**src/hdl/epoch_to_utc_date_time_unit_macros.svh**
```systemverilog
// Assertion helpers shared by the RTL of the epoch conversion unit.
`ifndef EPOCH_TO_UTC_DATE_TIME_UNIT_MACROS_SVH
`define EPOCH_TO_UTC_DATE_TIME_UNIT_MACROS_SVH

// Same-cycle implication, disabled while reset is asserted.
`define ETUD_ASSERT_IMP(label, clk, rst_n, ante, cons, msg) \
	label: assert property (@(posedge clk) disable iff (!rst_n) (ante) |-> (cons)) \
		else $error(msg);

// Next-cycle implication, disabled while reset is asserted.
`define ETUD_ASSERT_NXT(label, clk, rst_n, ante, cons, msg) \
	label: assert property (@(posedge clk) disable iff (!rst_n) (ante) |=> (cons)) \
		else $error(msg);

`endif

```
**src/hdl/etud_pkg.sv**
```systemverilog
package etud_pkg;

	localparam int unsigned NUM_STAGES = 10;

	typedef struct packed {
		logic [31:0] utc_seconds;
	} utc_item_t;

	typedef struct packed {
		logic [4:0] hour;
		logic [5:0] minute;
		logic [5:0] second;
		logic [4:0] day;
		logic [3:0] month;
		logic [6:0] year_two_digit;
	} date_item_t;

	// One load enable per pipeline stage.
	typedef struct packed {
		logic [NUM_STAGES:1] en;
	} stage_ctl_t;

	localparam logic [19:0] EPOCH_SHIFT  = 20'd719468;
	localparam logic [19:0] DAYS_PER_ERA = 20'd146097;

	// Reciprocals for exact division by constants: q = (x * M) >> K with
	// K = bits(x) + ceil(log2(d)) and M = ceil(2^K / d).
	localparam int unsigned DAY_SHIFT  = 35;
	localparam logic [25:0] DAY_RECIP  = 26'(((64'd1 << 35) + 64'd674) / 64'd675);
	localparam int unsigned HOUR_SHIFT = 29;
	localparam logic [17:0] HOUR_RECIP = 18'(((64'd1 << 29) + 64'd3599) / 64'd3600);
	localparam int unsigned MIN_SHIFT  = 18;
	localparam logic [12:0] MIN_RECIP  = 13'(((64'd1 << 18) + 64'd59) / 64'd60);
	localparam int unsigned Q1460_SHIFT = 29;
	localparam logic [18:0] Q1460_RECIP = 19'(((64'd1 << 29) + 64'd1459) / 64'd1460);
	localparam int unsigned YEAR_SHIFT = 27;
	localparam logic [18:0] YEAR_RECIP = 19'(((64'd1 << 27) + 64'd364) / 64'd365);
	localparam int unsigned MP_SHIFT   = 19;
	localparam logic [11:0] MP_RECIP   = 12'(((64'd1 << 19) + 64'd152) / 64'd153);

	// Day of the March-based year on which month index mp starts.
	function automatic logic [8:0] month_start(input logic [3:0] mp);
		logic [8:0] r;
		unique case (mp)
			4'd0:    r = 9'd0;
			4'd1:    r = 9'd31;
			4'd2:    r = 9'd61;
			4'd3:    r = 9'd92;
			4'd4:    r = 9'd122;
			4'd5:    r = 9'd153;
			4'd6:    r = 9'd184;
			4'd7:    r = 9'd214;
			4'd8:    r = 9'd245;
			4'd9:    r = 9'd275;
			4'd10:   r = 9'd306;
			4'd11:   r = 9'd337;
			default: r = 9'd0;
		endcase
		return r;
	endfunction

endpackage

```
**src/hdl/etud_clock.sv**
```systemverilog
module etud_clock (
	input  logic                  clk,
	input  etud_pkg::stage_ctl_t  ctl,
	input  logic [16:0]           sod_s3,
	output logic [4:0]            hour,
	output logic [5:0]            minute,
	output logic [5:0]            second
);
	logic [34:0] p_hr_s4;
	logic [16:0] sod_s4;
	logic [4:0]  hh;
	logic [4:0]  hh_s5;
	logic [16:0] hm_s5;
	logic [16:0] sod_s5;
	logic [4:0]  hh_s6;
	logic [11:0] rem_s6;
	logic [24:0] p_mi_s7;
	logic [11:0] rem_s7;
	logic [4:0]  hh_s7;
	logic [5:0]  mi;
	logic [11:0] mm_s8;
	logic [5:0]  mi_s8;
	logic [11:0] rem_s8;
	logic [4:0]  hh_s8;
	logic [5:0]  ss_s9;
	logic [5:0]  mi_s9;
	logic [4:0]  hh_s9;
	logic [4:0]  hour_s10;
	logic [5:0]  minute_s10;
	logic [5:0]  second_s10;

	assign hh = p_hr_s4[etud_pkg::HOUR_SHIFT +: 5];
	assign mi = p_mi_s7[etud_pkg::MIN_SHIFT +: 6];

	always_ff @(posedge clk) begin
		if (ctl.en[4]) begin
			p_hr_s4 <= 35'(sod_s3) * 35'(etud_pkg::HOUR_RECIP);
			sod_s4  <= sod_s3;
		end
		if (ctl.en[5]) begin
			hh_s5  <= hh;
			hm_s5  <= 17'(hh) * 17'd3600;
			sod_s5 <= sod_s4;
		end
		if (ctl.en[6]) begin
			rem_s6 <= 12'(sod_s5 - hm_s5);
			hh_s6  <= hh_s5;
		end
		if (ctl.en[7]) begin
			p_mi_s7 <= 25'(rem_s6) * 25'(etud_pkg::MIN_RECIP);
			rem_s7  <= rem_s6;
			hh_s7   <= hh_s6;
		end
		if (ctl.en[8]) begin
			mm_s8  <= 12'(mi) * 12'd60;
			mi_s8  <= mi;
			rem_s8 <= rem_s7;
			hh_s8  <= hh_s7;
		end
		if (ctl.en[9]) begin
			ss_s9 <= 6'(rem_s8 - mm_s8);
			mi_s9 <= mi_s8;
			hh_s9 <= hh_s8;
		end
		if (ctl.en[10]) begin
			hour_s10   <= hh_s9;
			minute_s10 <= mi_s9;
			second_s10 <= ss_s9;
		end
	end

	assign hour   = hour_s10;
	assign minute = minute_s10;
	assign second = second_s10;
endmodule

```
**config.mk**
```make
export PLATFORM = sky130hd
export DESIGN_NAME = etud_clock
export DESIGN_NICKNAME = d
export VERILOG_FILES = /design/src/hdl/epoch_to_utc_date_time_unit_macros.svh /design/src/hdl/etud_pkg.sv /design/src/hdl/etud_clock.sv
export SDC_FILE = /design/constraint.sdc
export NUM_CORES = 1
export LEC_CHECK = 0
export BUFFER_PORTS_ARGS = -buffer_cell sky130_fd_sc_hd__buf_2
export CORE_ASPECT_RATIO = 0.75
export CORE_MARGIN = 2
export CORE_UTILIZATION = 59
export CTS_BUF_LIST = sky130_fd_sc_hd__clkbuf_8
export CTS_CLUSTER_DIAMETER = 50
export DETAILED_ROUTE_END_ITERATION = 6
export HOLD_SLACK_MARGIN = 0.05
export MAX_ROUTING_LAYER = met4
export PLACE_DENSITY = 0.79
export SYNTH_ARGS = -nofsm -noshare
export SYNTH_HDL_FRONTEND = slang
export SYNTH_SLANG_ARGS = --single-unit
```
**constraint.sdc**
```tcl
create_clock -name clk -period 5.1 [get_ports clk]
set_input_delay 0.51 -clock clk [delete_from_list [all_inputs] [get_ports clk]]
set_output_delay 0.51 -clock clk [all_outputs]
set_load 0.02 [all_outputs]
```
Word level (Yosys, flattened, before mapping)

Cells that the tools add are included.

$lt $le $gt $ge: 0
Reductions and logical operators: 0
Shift-type cells: 0
Equality and inequality tests: 0
Div/mod/pow operators: 0
Bitwise gates (word level): 0
$add $sub $neg: 2
Multipliers: 4
Muxes and demuxes: 0

Operators by type and width:

| operator                                             | number |
|---|---|
| multiplier 17 x 18 -> 34 bit (second input constant) | 1 |
| multiplier 12 x 12 -> 23 bit (second input constant) | 1 |
| subtractor 12 bit                                    | 1 |
| multiplier 5 x 8 -> 8 bit (second input constant)    | 1 |
| multiplier 6 x 4 -> 4 bit (second input constant)    | 1 |
| subtractor 6 bit                                     | 1 |

Output and inout bits: 17
Register bits: 177
Word-level logic and storage cells: 26
Bits in read-only memories: 0
Memories: 0
Input port bits: 28
Bits in writable memories: 0
Bits in latches: 0

Depth between registers and ports, before layout

Gate-level depths: netlist of run 1.

Depth after elaboration: 1
Gate-level depth with buffers: 19
Mapped depth without buffers: 19

Worst setup path before layout of run 1

OpenSTA, ideal clock, no wires.

Kind: input-to-reg
From: input sod_s3[15]
To: register p_hr_s4[31], data pin
Data required time: 4.836 ns
Arrival: 4.755 ns
Stages on the path: 16
Buffers on the path: 0
Library setup time: 0.264 ns
Path slack: 0.081 ns
Cells stage by stage: inv_1 -> ha_1 -> fa_1 -> inv_1 -> fa_1 -> fa_1 -> fa_1 -> inv_1 -> fa_1 -> inv_1 -> ha_1 -> a21o_1 -> a221oi_1 -> o22ai_1 -> a2111oi_2 -> xnor2_1

Longest elaborated chain between the ends: 1

RTL lines:

| element                      | line             | RTL |
|---|---|---|
| from (decl)                  | etud_clock.sv:4  | `input logic [16:0] sod_s3,` |
| multiplier 17 x 18 -> 34 bit | etud_clock.sv:37 | `p_hr_s4 <= 35'(sod_s3) * 35'(etud_pkg::HOUR_RECIP);` |
| to (signal assigned)         | etud_clock.sv:37 |  |
| to (decl)                    | etud_clock.sv:9  | `logic [34:0] p_hr_s4;` |

Every way passes these cells.
A chain may end at the register's enable or synchronous reset.

Final worst setup path of run 1

From: input sod_s3[14]
To: register p_hr_s4[29], data pin

Same word-level chain as after synthesis.

==> results of run 1 <==
[Yosys cell counts (5+ instances only)]
library cell	number
sky130_fd_sc_hd__nor2b_1	5
sky130_fd_sc_hd__nor2_1	16
sky130_fd_sc_hd__a21oi_1	31
sky130_fd_sc_hd__a21o_1	8
sky130_fd_sc_hd__xor2_1	7
sky130_fd_sc_hd__nand2_1	17
sky130_fd_sc_hd__edfxtp_1	124
sky130_fd_sc_hd__o21ai_0	22
sky130_fd_sc_hd__ha_1	228
sky130_fd_sc_hd__fa_1	77
sky130_fd_sc_hd__inv_1	202
sky130_fd_sc_hd__nand3_1	15
sky130_fd_sc_hd__nor3_1	5
sky130_fd_sc_hd__xnor2_1	22
[layer usage]
layer	share of wire [%]	wire length, um
met5	0	0
met4	1.0	195
met3	7.2	1380
met2	44	8470
met1	47	9030
[final cells by class]
type                    instances  area share, %
multi-input cells             501           49.5
flip-flops and latches        124           32.7
inverters                     202           6.66
repair buffers                 90           5.03
well taps                     215           2.36
clock buffers                  17           2.05
clock inverters                15           1.66
[worst paths after layout]
check,end
max,p_hr_s4[29]$_DFFE_PP_
max reg2reg,p_mi_s7[20]$_DFFE_PP_
min,mi_s8[5]$_DFFE_PP_
min reg2reg,mi_s8[5]$_DFFE_PP_
[power breakdown]
group,internal [mW],switching [mW]
combinational,1.61,1.99
sequential,1.42,0.0906
clock,0.494,0.396
[cell families after synthesis]
group | count (synthesis)
adder cells (fa/ha/maj) | 305
buffers and inverters | 203
flip-flops | 124
AO/OA/AOI/OAI | 95
AND/OR/NAND/NOR | 72
XOR/XNOR | 29
[layout by cell type, fill, tap and decap left out, types with 3 or more instances in the layout]
master and count:
sky130_fd_sc_hd__o211ai_1 4, sky130_fd_sc_hd__a21oi_1 31, sky130_fd_sc_hd__nor2_1 16, sky130_fd_sc_hd__buf_4 49, sky130_fd_sc_hd__o21ai_0 21, sky130_fd_sc_hd__bufinv_16 3
sky130_fd_sc_hd__fa_1 77, sky130_fd_sc_hd__a21o_1 8, sky130_fd_sc_hd__clkinv_4 3, sky130_fd_sc_hd__o21a_1 4, sky130_fd_sc_hd__a211oi_1 3, sky130_fd_sc_hd__inv_1 203
sky130_fd_sc_hd__nor3_1 5, sky130_fd_sc_hd__nand2b_1 3, sky130_fd_sc_hd__xor2_1 7, sky130_fd_sc_hd__nand4_1 3, sky130_fd_sc_hd__clkbuf_8 17, sky130_fd_sc_hd__buf_2 41
sky130_fd_sc_hd__ha_1 227, sky130_fd_sc_hd__edfxtp_1 124, sky130_fd_sc_hd__a21boi_0 4, sky130_fd_sc_hd__xnor2_1 22, sky130_fd_sc_hd__nand2_1 17, sky130_fd_sc_hd__nor2b_1 5
sky130_fd_sc_hd__inv_6 3, sky130_fd_sc_hd__nand3_1 15
[through the flow]
step	total power, mW	cell area, um^2	TNS [ps]
2_1_floorplan	4.05	10100	0
3_3_place_gp	4.90	10900	-1070
3_5_place_dp	5.04	10900	-1490
4_1_cts	5.98	11400	0
5_1_grt	6.61	11400	-4.93
6_report	6.00	11400	0
[critical path, stage by stage]
cell and delay, ps:
sky130_fd_sc_hd__buf_2 130, sky130_fd_sc_hd__ha_1 230, sky130_fd_sc_hd__fa_1 420, sky130_fd_sc_hd__fa_1 560, sky130_fd_sc_hd__inv_1 70, sky130_fd_sc_hd__fa_1 540
sky130_fd_sc_hd__inv_1 60, sky130_fd_sc_hd__fa_1 530, sky130_fd_sc_hd__inv_1 60, sky130_fd_sc_hd__fa_1 520, sky130_fd_sc_hd__inv_1 40, sky130_fd_sc_hd__ha_1 330
sky130_fd_sc_hd__nand4_2 120, sky130_fd_sc_hd__nor2_1 240, sky130_fd_sc_hd__nand3_1 160, sky130_fd_sc_hd__buf_4 160, sky130_fd_sc_hd__a211oi_1 200, sky130_fd_sc_hd__nor3_1 100
sky130_fd_sc_hd__xnor2_1 130
==> parameters.txt, run 1 <==
Parameter                              Value

Synth
  Post-synth cell types ... 43
  Warnings, synthesis ... 0
  Mux cell area share after synthesis ... 0%
  Cells after synthesis ... 828
  Post-synthesis async set-or-reset flop share ... 0%
  Mean instance size in the synthesized netlist ... 12.2 um^2
  Fraction of synthesized cell area in xor and xnor cells ... 2.51%
  Most common flop cell mapped by yosys ... sky130_fd_sc_hd__edfxtp_1
  Main combinational cell family by area after synthesis ... adder cells
  Arithmetic-cell share of the synthesized area counting full adders, half adders and majority gates ... 43.5%
  Area fraction in and, or, nand and nor cells after synthesis ... 3.53%
  Cell Area, Synth ... 10100 um^2
  Compound-gate portion of the synthesized area ... 6.02%
  Largest cells by area after synthesis ... sky130_fd_sc_hd__edfxtp_1 (37%), sky130_fd_sc_hd__ha_1 (28%), sky130_fd_sc_hd__fa_1 (15%)
  Top cell type's share of synthesized area ... 36.9%
  Seq/Total Area, Yosys ... 36.9%
  Seq cells post-synth ... 124
  Syn_nets ... 1161
  Count of flip-flops with a built-in enable after synthesis ... 124
  Cell type with the highest aggregate area in the netlist ... sky130_fd_sc_hd__edfxtp_1

Pwr
  Maximum vdd ir drop ... 0.281 mV
  Lkg Pwr ... 5.64 nW
  Total power density per cell area ... 527 nW/um^2

Floorplan
  Standard cell core area ... 16800 um^2
  Starting Density ... 60.2%
  Die width ... 155 um
  Number of ports placed on the die boundary ... 45
  Die Outline Area ... 18200 um^2
  Die Height ... 117 um
  Count of standard-cell rows ... 41

Detailed routing
  Final WL ... 19100 um
  Number of vias in the routed layout ... 6224
  Detail-routed net length per standard cell ... 16.4 um
  Drt first-iter violations ... 416
  Total DRC errors in the routed layout ... 0
  Number of routed nets with antenna violations ... 0
  Vias per Instance ... 5.35
  First-pass DRT Iterations ... 5

Global route
  Met3 Use GR ... 5.06%
  Number of global-route vias before repair ... 6318
  Total grt overflow ... 0
  Number of antenna violations at the first check in global routing ... 0
  Pin count of the biggest net entering global routing ... 21
  Met1 usage in global routing ... 33.4%
  Global routing usage on met2 ... 34.0%
  Most crowded layer after global routing ... met2
  Overall global routing resource usage ... 23.1%
  First-pass GRT wire length ... 31500 um

Clocking
  CTS Buffer Depth ... 2
  Clk sink count ... 124
  Clock latency reported for the late side of the worst-skew pair ... 420 ps
  Clock buffers created by TritonCTS ... 17
  Number of gates given a new drive strength after cts ... 0
  Cts-stage hold buffer count ... 0
  CTS tree ... yes
  Root buffer selected by CTS ... sky130_fd_sc_hd__clkbuf_8
  Level count of the clock H-tree ... 4
  Clock-pin slew on the worst setup and hold paths ... 80 ps
  Post-CTS Repair Setup Buffers ... 0

Cells and area
  Registers with the highest flip-flop counts ... rem_s6: 12 flops, sod_s5: 12 flops, sod_s4: 11 flops
  Final standard cell count with taps included and fillers excluded ... 1164
  Number of inserted filler cells in the final layout ... 1153
  Area occupied by multi-input gates ... 5640 um^2
  Layout cells sized above 1 ... 13.9%
  Antenna diode instance count ... 0
  Number of nets in the finished design ... 1269
  Layout Utilization ... 67.9%
  Layout overhead on the synthesized area ... 12.7%
  Area used by sequential logic in the layout ... 3720 um^2

Critical path
  Startpoint of the most critical setup path ... sod_s3[14]
  Flop2flop setup slack ... 1290 ps
  Critical path data required time ... 5260 ps
  Beginning of the worst register-to-register path ... rem_s6[3]$_DFFE_PP_
  Data arrival at the endpoint of the critical path ... 5120 ps
  Worst setup EP type ... register
  CP startpoint kind ... primary input
  Worst Reg2Reg Path Length in Cells ... 13
  Largest fanout of any net on the critical path ... 3
  Critical Setup Path Class ... in2reg

STA
  Clock skew ... 13.6 ps
  Fin Hold WS ... 413 ps
  Post-layout minimum cycle time ... 4960 ps
  Final-report setup violation count ... 0
  Final hold viol count ... 0
  Unrepaired setup endpoints after global routing ... yes
  Worst setup margin ... 139 ps
  Final worst-path cycle share ... 97.3%
  Achievable clock frequency ... 202 MHz
  Worst slew margin ... 68.9%
  Worst Max-Slew Pin Slew ... 467 ps
  Number of slew-limit violations in the final report ... 0

Placement
  Count of input and output buffers ... 41
  Final HPWL from detailed placement ... 16100 um
  Placed cell count ... 1132
  Final weighted congestion of routability-driven global placement ... 0.916
  Worst setup timing slack at the placement stage ... -358 ps

Worst hold path
  Worst Hold Depth ... 0
  Classification of the worst-slack hold path ... reg2reg
  Hold Path Origin ... p_mi_s7[23]$_DFFE_PP_

Job
  Number of violations of the max-capacitance limit ... 0

Status
  Outcome ... finished, final reports clean
Note: power is estimated with default switching activity, not from simulation.
==> inputs of run 2 (changes only) <==
--- a/config.mk
+++ b/config.mk
@@ -8,13 +8,13 @@
 export BUFFER_PORTS_ARGS = -buffer_cell sky130_fd_sc_hd__buf_2
 export CORE_ASPECT_RATIO = 0.75
 export CORE_MARGIN = 2
-export CORE_UTILIZATION = 59
+export CORE_UTILIZATION = 60
 export CTS_BUF_LIST = sky130_fd_sc_hd__clkbuf_8
 export CTS_CLUSTER_DIAMETER = 50
 export DETAILED_ROUTE_END_ITERATION = 6
 export HOLD_SLACK_MARGIN = 0.05
 export MAX_ROUTING_LAYER = met4
-export PLACE_DENSITY = 0.79
+export PLACE_DENSITY = 0.77
 export SYNTH_ARGS = -nofsm -noshare
 export SYNTH_HDL_FRONTEND = slang
 export SYNTH_SLANG_ARGS = --single-unit
==> constraint.sdc (replaced) <==
create_clock -name clk -period 4.97 [get_ports clk]
set_input_delay 0.497 -clock clk [delete_from_list [all_inputs] [get_ports clk]]
set_output_delay 0.497 -clock clk [all_outputs]
set_load 0.02 [all_outputs]
==> run 2 against run 1 <==
Compared with the run above: via count about the same; combinational power rose by 6.7%; count of clock-buffer cells in the layout unchanged; flip-flop and latch count is the same; register-to-register slack worse by 150 ps; non-clock buffer count is 11 higher; first-iteration DRC count is 9.9% lower; utilization rose by 1.3 points; wire length fell by 1.9%; clock power down 2%; critical endpoint is now p_hr_s4[33]$_DFFE_PP_; sequential power is 3% higher.
==> parameters.txt, run 2 (same netlist as run 1, synthesis figures left out) <==
Parameter                              Value

Status
  Outcome ... finished, final reports clean

Clocking
  Cts-stage hold buffer count ... 0
  Level count of the clock H-tree ... 4
  Root buffer selected by CTS ... sky130_fd_sc_hd__clkbuf_8
  Clock latency reported for the late side of the worst-skew pair ... 430 ps
  Clock-pin slew on the worst setup and hold paths ... 70 ps
  Clk sink count ... 124
  Clock buffers created by TritonCTS ... 17
  CTS tree ... yes
  CTS Buffer Depth ... 2

Global route
  Global routing usage on met2 ... 34.6%
  Total grt overflow ... 0
  Pin count of the biggest net entering global routing ... 21
  Met1 usage in global routing ... 32.8%
  Number of global-route vias before repair ... 6199
  Most crowded layer after global routing ... met2
  Met3 Use GR ... 5.01%
  Overall global routing resource usage ... 23.0%
  Number of antenna violations at the first check in global routing ... 0
  First-pass GRT wire length ... 30300 um

Pwr
  Combinational group share of total power ... 61.3%
  Switching Fraction ... 41.5%
  Int Pwr ... 3.66 mW
  Power share of the sequential group ... 24.8%
  Portion of total power attributed to the clock network ... 13.9%
  Total net switching power ... 2.60 mW
  Maximum vdd ir drop ... 0.293 mV
  Total power density per cell area ... 543 nW/um^2
  Lkg Pwr ... 5.68 nW

Critical path
  Critical Setup Path Class ... in2reg
  Critical path data required time ... 5150 ps
  Data arrival at the endpoint of the critical path ... 5080 ps
  CP startpoint kind ... primary input
  Largest fanout of any net on the critical path ... 4
  Series of cell instances along the critical path ... buf_2 > inv_1 > ha_4 > fa_1 > inv_1 > fa_2 > fa_1 > fa_1 > inv_1 > fa_1 > inv_1 > ha_4 > nand2_2 > or3_4 > a311oi_4 > o21ai_2 > xnor2_1
  Top cell family by delay on the critical path ... adder cells
  Capture point of the worst reg-to-reg path ... p_mi_s7[20]$_DFFE_PP_
  Worst setup EP type ... register
  Flop2flop setup slack ... 1140 ps
  Max stage delay cell, worst path ... sky130_fd_sc_hd__fa_2
  Beginning of the worst register-to-register path ... rem_s6[3]$_DFFE_PP_
  Largest stage delay on the critical path ... 580 ps
  Worst Reg2Reg Path Length in Cells ... 13
  Buf+Inv Stages, Crit Path ... 5

STA
  Final worst-path cycle share ... 98.7%
  Worst slew margin ... 66.9%
  Worst setup margin ... 65.0 ps
  Achievable clock frequency ... 204 MHz
  Final hold viol count ... 0
  Number of slew-limit violations in the final report ... 0
  Final-report setup violation count ... 0
  Unrepaired setup endpoints after global routing ... yes
  Post-layout minimum cycle time ... 4910 ps
  Worst Max-Slew Pin Slew ... 489 ps
  Clock skew ... 8.27 ps

Detailed routing
  Number of vias in the routed layout ... 6218
  Detail-routed net length per standard cell ... 15.9 um
  Vias per Instance ... 5.29
  First-pass DRT Iterations ... 5
  Drt first-iter violations ... 375
  Number of routed nets with antenna violations ... 0
  Total DRC errors in the routed layout ... 0
  Final WL ... 18700 um

Floorplan
  Count of standard-cell rows ... 41
  Number of ports placed on the die boundary ... 45
  Die Height ... 116 um
  Standard cell core area ... 16700 um^2
  Die width ... 154 um
  Die Outline Area ... 17900 um^2
  Starting Density ... 60.6%

Placement
  Final HPWL from detailed placement ... 15900 um
  Count of input and output buffers ... 41
  Post-place instance area ... 11000 um^2
  Worst setup timing slack at the placement stage ... -435 ps
  Final weighted congestion of routability-driven global placement ... 0.885

Cells and area
  Registers with the highest flip-flop counts ... rem_s6: 12 flops, sod_s5: 12 flops, sod_s4: 11 flops
  Number of nets in the finished design ... 1280
  Commonest cells after routing, fill and taps aside ... sky130_fd_sc_hd__ha_1 (223), sky130_fd_sc_hd__inv_1 (202), sky130_fd_sc_hd__edfxtp_1 (124), sky130_fd_sc_hd__fa_1 (76), sky130_fd_sc_hd__buf_4 (60)
  Area used by sequential logic in the layout ... 3720 um^2
  Layout cells sized above 1 ... 16.3%
  Area of all placed cells without fillers ... 11500 um^2
  Leading cell type in the layout, fill and taps excluded ... sky130_fd_sc_hd__ha_1
  Number of inserted filler cells in the final layout ... 1142
  Area occupied by multi-input gates ... 5730 um^2
  Layout overhead on the synthesized area ... 14.2%
  Antenna diode instance count ... 0

Job
  Number of violations of the max-capacitance limit ... 0

Worst hold path
  Worst Hold Depth ... 0
  Sink of the worst hold path ... hh_s8[1]$_DFFE_PP_
  Hold Path Origin ... hh_s7[1]$_DFFE_PP_
  Classification of the worst-slack hold path ... reg2reg
run 2: changes by cell type in the layout (fill, tap and decap cells not counted), sizes merged:
| cell | previous run | this run |
|---|---|---|
| buf | 90 | 101 |
| bufinv | 3 | 2 |
| clkinvlp | 2 | 5 |
| clkinv | 4 | 2 |
run 2: power by group through the flow:
stage          Clock (mW)  Combinational, mW  Sequential (mW)
4_1_cts             0.887               3.67             1.55
2_1_floorplan           0               2.60             1.56
3_3_place_gp            0               3.53             1.57
3_5_place_dp            0               3.63             1.57
5_1_grt             0.934               4.43             1.57
6_report            0.872               3.84             1.55
run 2: how the worst max path moves through the flow:
stage / endpoint / from / cells past startpoint
after floorplan: p_hr_s4[31]$_DFFE_PP_ / sod_s3[6] / 16
after global placement: p_hr_s4[31]$_DFFE_PP_ / sod_s3[15] / 17
after detailed placement: p_hr_s4[33]$_DFFE_PP_ / sod_s3[15] / 17
after CTS: p_hr_s4[33]$_DFFE_PP_ / sod_s3[15] / 17
after global routing: p_hr_s4[33]$_DFFE_PP_ / sod_s3[15] / 17
final: p_hr_s4[33]$_DFFE_PP_ / sod_s3[15] / 17
run 2: worst register-to-register path, cell delays in order (launching register included):
cell and delay (ps):
sky130_fd_sc_hd__edfxtp_1 500, sky130_fd_sc_hd__ha_1 330, sky130_fd_sc_hd__inv_1 70, sky130_fd_sc_hd__fa_1 510, sky130_fd_sc_hd__inv_1 40, sky130_fd_sc_hd__ha_1 280
sky130_fd_sc_hd__ha_1 290, sky130_fd_sc_hd__ha_1 300, sky130_fd_sc_hd__and3_1 180, sky130_fd_sc_hd__and3_4 200, sky130_fd_sc_hd__a32o_1 300, sky130_fd_sc_hd__a211oi_2 320
sky130_fd_sc_hd__o21bai_1 120, sky130_fd_sc_hd__xor2_1 150
run 2: layout make-up:
type,instances,share of cell area (%)
inverter,202,6.57
multi-input combinational,501,49.7
clock buffer,17,2.03
sequential,124,32.3
timing repair buffer,101,5.68
tap,215,2.33
clock inverter,15,1.43
run 2: per-layer routing:
layer,up-vias,routed length (um)
met1,2975,9320
li1,3055,-
met5,-,0
met3,18,1110
met4,0,178
met2,170,8110
run 2: repair_timing:
action	CTS	global route
gates resized for setup	0	22
buffers inserted	0	0
endpoints found under the setup margin	0	5
run 2: through the flow:
step	hold slack (ps)	cells	utilization [%]	setup TNS [ps]	power, mW
finish	416	1175	69.2	0	6.26
global route	419	1175	69.2	-23.1	6.93
CTS	410	1175	68.6	0	6.11
detailed placement	405	1143	66.2	-1990	5.21
global placement	401	1143	66.2	-1620	5.10
floorplan	400	828	-	0	4.16
==> inputs of run 3 (changes only) <==
--- a/config.mk
+++ b/config.mk
@@ -15,6 +15,7 @@
 export HOLD_SLACK_MARGIN = 0.05
 export MAX_ROUTING_LAYER = met4
 export PLACE_DENSITY = 0.77
+export SLEW_MARGIN = 20
 export SYNTH_ARGS = -nofsm -noshare
 export SYNTH_HDL_FRONTEND = slang
 export SYNTH_SLANG_ARGS = --single-unit
==> constraint.sdc (replaced) <==
create_clock -name clk -period 4.7 [get_ports clk]
set_input_delay 0.47 -clock clk [delete_from_list [all_inputs] [get_ports clk]]
set_output_delay 0.47 -clock clk [all_outputs]
set_load 0.1 [all_outputs]
==> run 3 against run 2 <==
Compared with the run above: sequential share of layout area decreased by 0.45 points; cell area increased by 1.4%; setup slack got worse by 100 ps; critical path depth unchanged; register-to-register slack got worse by 270 ps; the flow now finishes with violations (setup timing); count of clock-buffer cells in the layout unchanged; hold slack got worse by 14 ps.
==> parameters.txt, run 3 (same netlist as run 1, synthesis figures left out) <==
Parameter                              Value

Status
  Outcome ... finished with violations
  Violations in the final reports ... setup timing

Pwr
  Overall power after layout ... 6.98 mW
  Maximum vdd ir drop ... 0.679 mV
  Lkg Pwr ... 5.69 nW
  Total power density per cell area ... 597 nW/um^2

Cells and area
  Antenna diode instance count ... 0
  Leading cell type in the layout, fill and taps excluded ... sky130_fd_sc_hd__ha_1
  Registers with the highest flip-flop counts ... rem_s6: 12 flops, sod_s5: 12 flops, sod_s4: 11 flops
  Area of all placed cells without fillers ... 11700 um^2
  Number of nets in the finished design ... 1286
  Commonest cells after routing, fill and taps aside ... sky130_fd_sc_hd__ha_1 (217), sky130_fd_sc_hd__inv_1 (196), sky130_fd_sc_hd__edfxtp_1 (124), sky130_fd_sc_hd__fa_1 (76), sky130_fd_sc_hd__buf_4 (64)
  Layout Utilization ... 70.2%
  Layout overhead on the synthesized area ... 15.8%
  Layout cells sized above 1 ... 18.3%

Worst hold path
  Sink of the worst hold path ... hh_s7[1]$_DFFE_PP_
  Worst Hold Depth ... 0
  Hold Path Origin ... hh_s6[1]$_DFFE_PP_
  Classification of the worst-slack hold path ... reg2reg

Placement
  Final weighted congestion of routability-driven global placement ... 0.963
  Final HPWL from detailed placement ... 16200 um
  Count of input and output buffers ... 41
  Post-place instance area ... 11100 um^2

Clocking
  Clk sink count ... 124
  Root buffer selected by CTS ... sky130_fd_sc_hd__clkbuf_8
  CTS tree ... yes
  Clock latency reported for the late side of the worst-skew pair ... 430 ps
  Clock buffers created by TritonCTS ... 17
  Level count of the clock H-tree ... 4
  CTS Buffer Depth ... 2
  Cts-stage hold buffer count ... 0
  Clock-pin slew on the worst setup and hold paths ... 90 ps

Critical path
  Worst Reg2Reg Path Length in Cells ... 13
  Top cell family by delay on the critical path ... adder cells
  Beginning of the worst register-to-register path ... rem_s6[3]$_DFFE_PP_
  Worst setup EP type ... register
  Largest stage delay on the critical path ... 600 ps
  Flop2flop setup slack ... 870 ps
  CP startpoint kind ... primary input
  Buf+Inv Stages, Crit Path ... 5
  Critical path data required time ... 4880 ps
  Series of cell instances along the critical path ... buf_8 > ha_4 > fa_1 > inv_2 > fa_1 > fa_1 > fa_1 > inv_2 > fa_1 > inv_2 > ha_4 > nand2_2 > or3_4 > a311oi_2 > buf_4 > o21ai_2 > xnor2_1
  Critical Setup Path Class ... in2reg
  Library cell appearing most often on the critical path ... sky130_fd_sc_hd__fa_1
  Max stage delay cell, worst path ... sky130_fd_sc_hd__fa_1
  Data arrival at the endpoint of the critical path ... 4920 ps
  Capture point of the worst reg-to-reg path ... p_mi_s7[21]$_DFFE_PP_
  Largest fanout of any net on the critical path ... 4

Floorplan
  Number of ports placed on the die boundary ... 45
  Count of standard-cell rows ... 41
  Starting Density ... 60.6%
  Die width ... 154 um
  Standard cell core area ... 16700 um^2
  Die Outline Area ... 17900 um^2
  Die Height ... 116 um

STA
  Final hold viol count ... 0
  Final-report setup violation count ... 3
  Worst Max-Slew Pin Slew ... 467 ps
  Final worst-path cycle share ... 101%
  Unrepaired setup endpoints after global routing ... yes
  Number of slew-limit violations in the final report ... 0
  Post-layout minimum cycle time ... 4740 ps
  Worst setup margin ... -39.1 ps
  Worst slew margin ... 68.5%
  Achievable clock frequency ... 211 MHz
  Clock skew ... 20.0 ps

Global route
  Number of antenna violations at the first check in global routing ... 0
  Pin count of the biggest net entering global routing ... 21
  First-pass GRT wire length ... 31500 um
  Number of global-route vias before repair ... 6345
  Total grt overflow ... 0
  Overall global routing resource usage ... 24.1%

Detailed routing
  Vias per Instance ... 5.29
  First-pass DRT Iterations ... 5
  Final WL ... 19300 um
  Number of vias in the routed layout ... 6244
  Drt first-iter violations ... 326
  Number of routed nets with antenna violations ... 0
  Total DRC errors in the routed layout ... 0
  Detail-routed net length per standard cell ... 16.4 um

Job
  Number of violations of the max-capacitance limit ... 0
## run 3: cell types whose count changed in the layout (fill, tap and decap cells not counted), sizes merged
cell	delta
inv	-4
clkinvlp	+1
clkinv	+3
buf	+6
## run 3: through the flow
stage / std cells / setup slack, ps / hold WS, ps / TNS [ps]
global placement: 1147 / -450 / 401 / -2030
detailed placement: 1147 / -518 / 405 / -2280
CTS: 1179 / 0.674 / 402 / 0
floorplan: 828 / -25.0 / 400 / -25.0
finish: 1181 / -39.1 / 402 / -87.6
global route: 1181 / -247 / 400 / -588
## run 3: report_power, final
| group | leakage, nW | internal [mW] | switching [mW] |
|---|---|---|---|
| logic | 4.30 | 1.97 | 2.45 |
| clock network | 0.177 | 0.468 | 0.438 |
| registers | 1.21 | 1.54 | 0.113 |
## run 3: what timing repair did
item,CTS,global route
endpoints found under the hold margin,0,0
gates resized for setup,2,35
gates cloned,0,0
setup buffers,0,2
endpoints found under the setup margin,2,5
pin swaps,8,27
## run 3: worst max path at each step
| stage | to | cells after the start | start | slack (ps) |
|---|---|---|---|---|
| 2_1_floorplan | p_hr_s4[31]$_DFFE_PP_ | 16 | sod_s3[15] | -30 |
| 3_3_place_gp | p_hr_s4[33]$_DFFE_PP_ | 18 | sod_s3[15] | -450 |
| 3_5_place_dp | p_hr_s4[33]$_DFFE_PP_ | 19 | sod_s3[14] | -520 |
| 4_1_cts | p_hr_s4[33]$_DFFE_PP_ | 18 | sod_s3[15] | 0.7 |
| 5_1_grt | p_hr_s4[31]$_DFFE_PP_ | 18 | sod_s3[10] | -250 |
| 6_report | p_hr_s4[33]$_DFFE_PP_ | 17 | sod_s3[16] | -40 |
## run 3: layout make-up
| class | count | area (um^2) |
|---|---|---|
| Multi-Input combinational cell | 501 | 5820 |
| Fill cell | 1136 | 4970 |
| Sequential cell | 124 | 3720 |
| Inverter | 202 | 761 |
| Timing Repair Buffer | 107 | 737 |
| Tap cell | 215 | 269 |
| Clock buffer | 17 | 234 |
| Clock inverter | 15 | 151 |
## run 3: routing by layer
layer  GRT usage [%]  routed length, um  up-vias
li1                -                  -     3070
met1            31.9               8890     2994
met2            39.2               9260      154
met3            4.08                915       26
met4            7.04                276        0
met5               -                  0        -
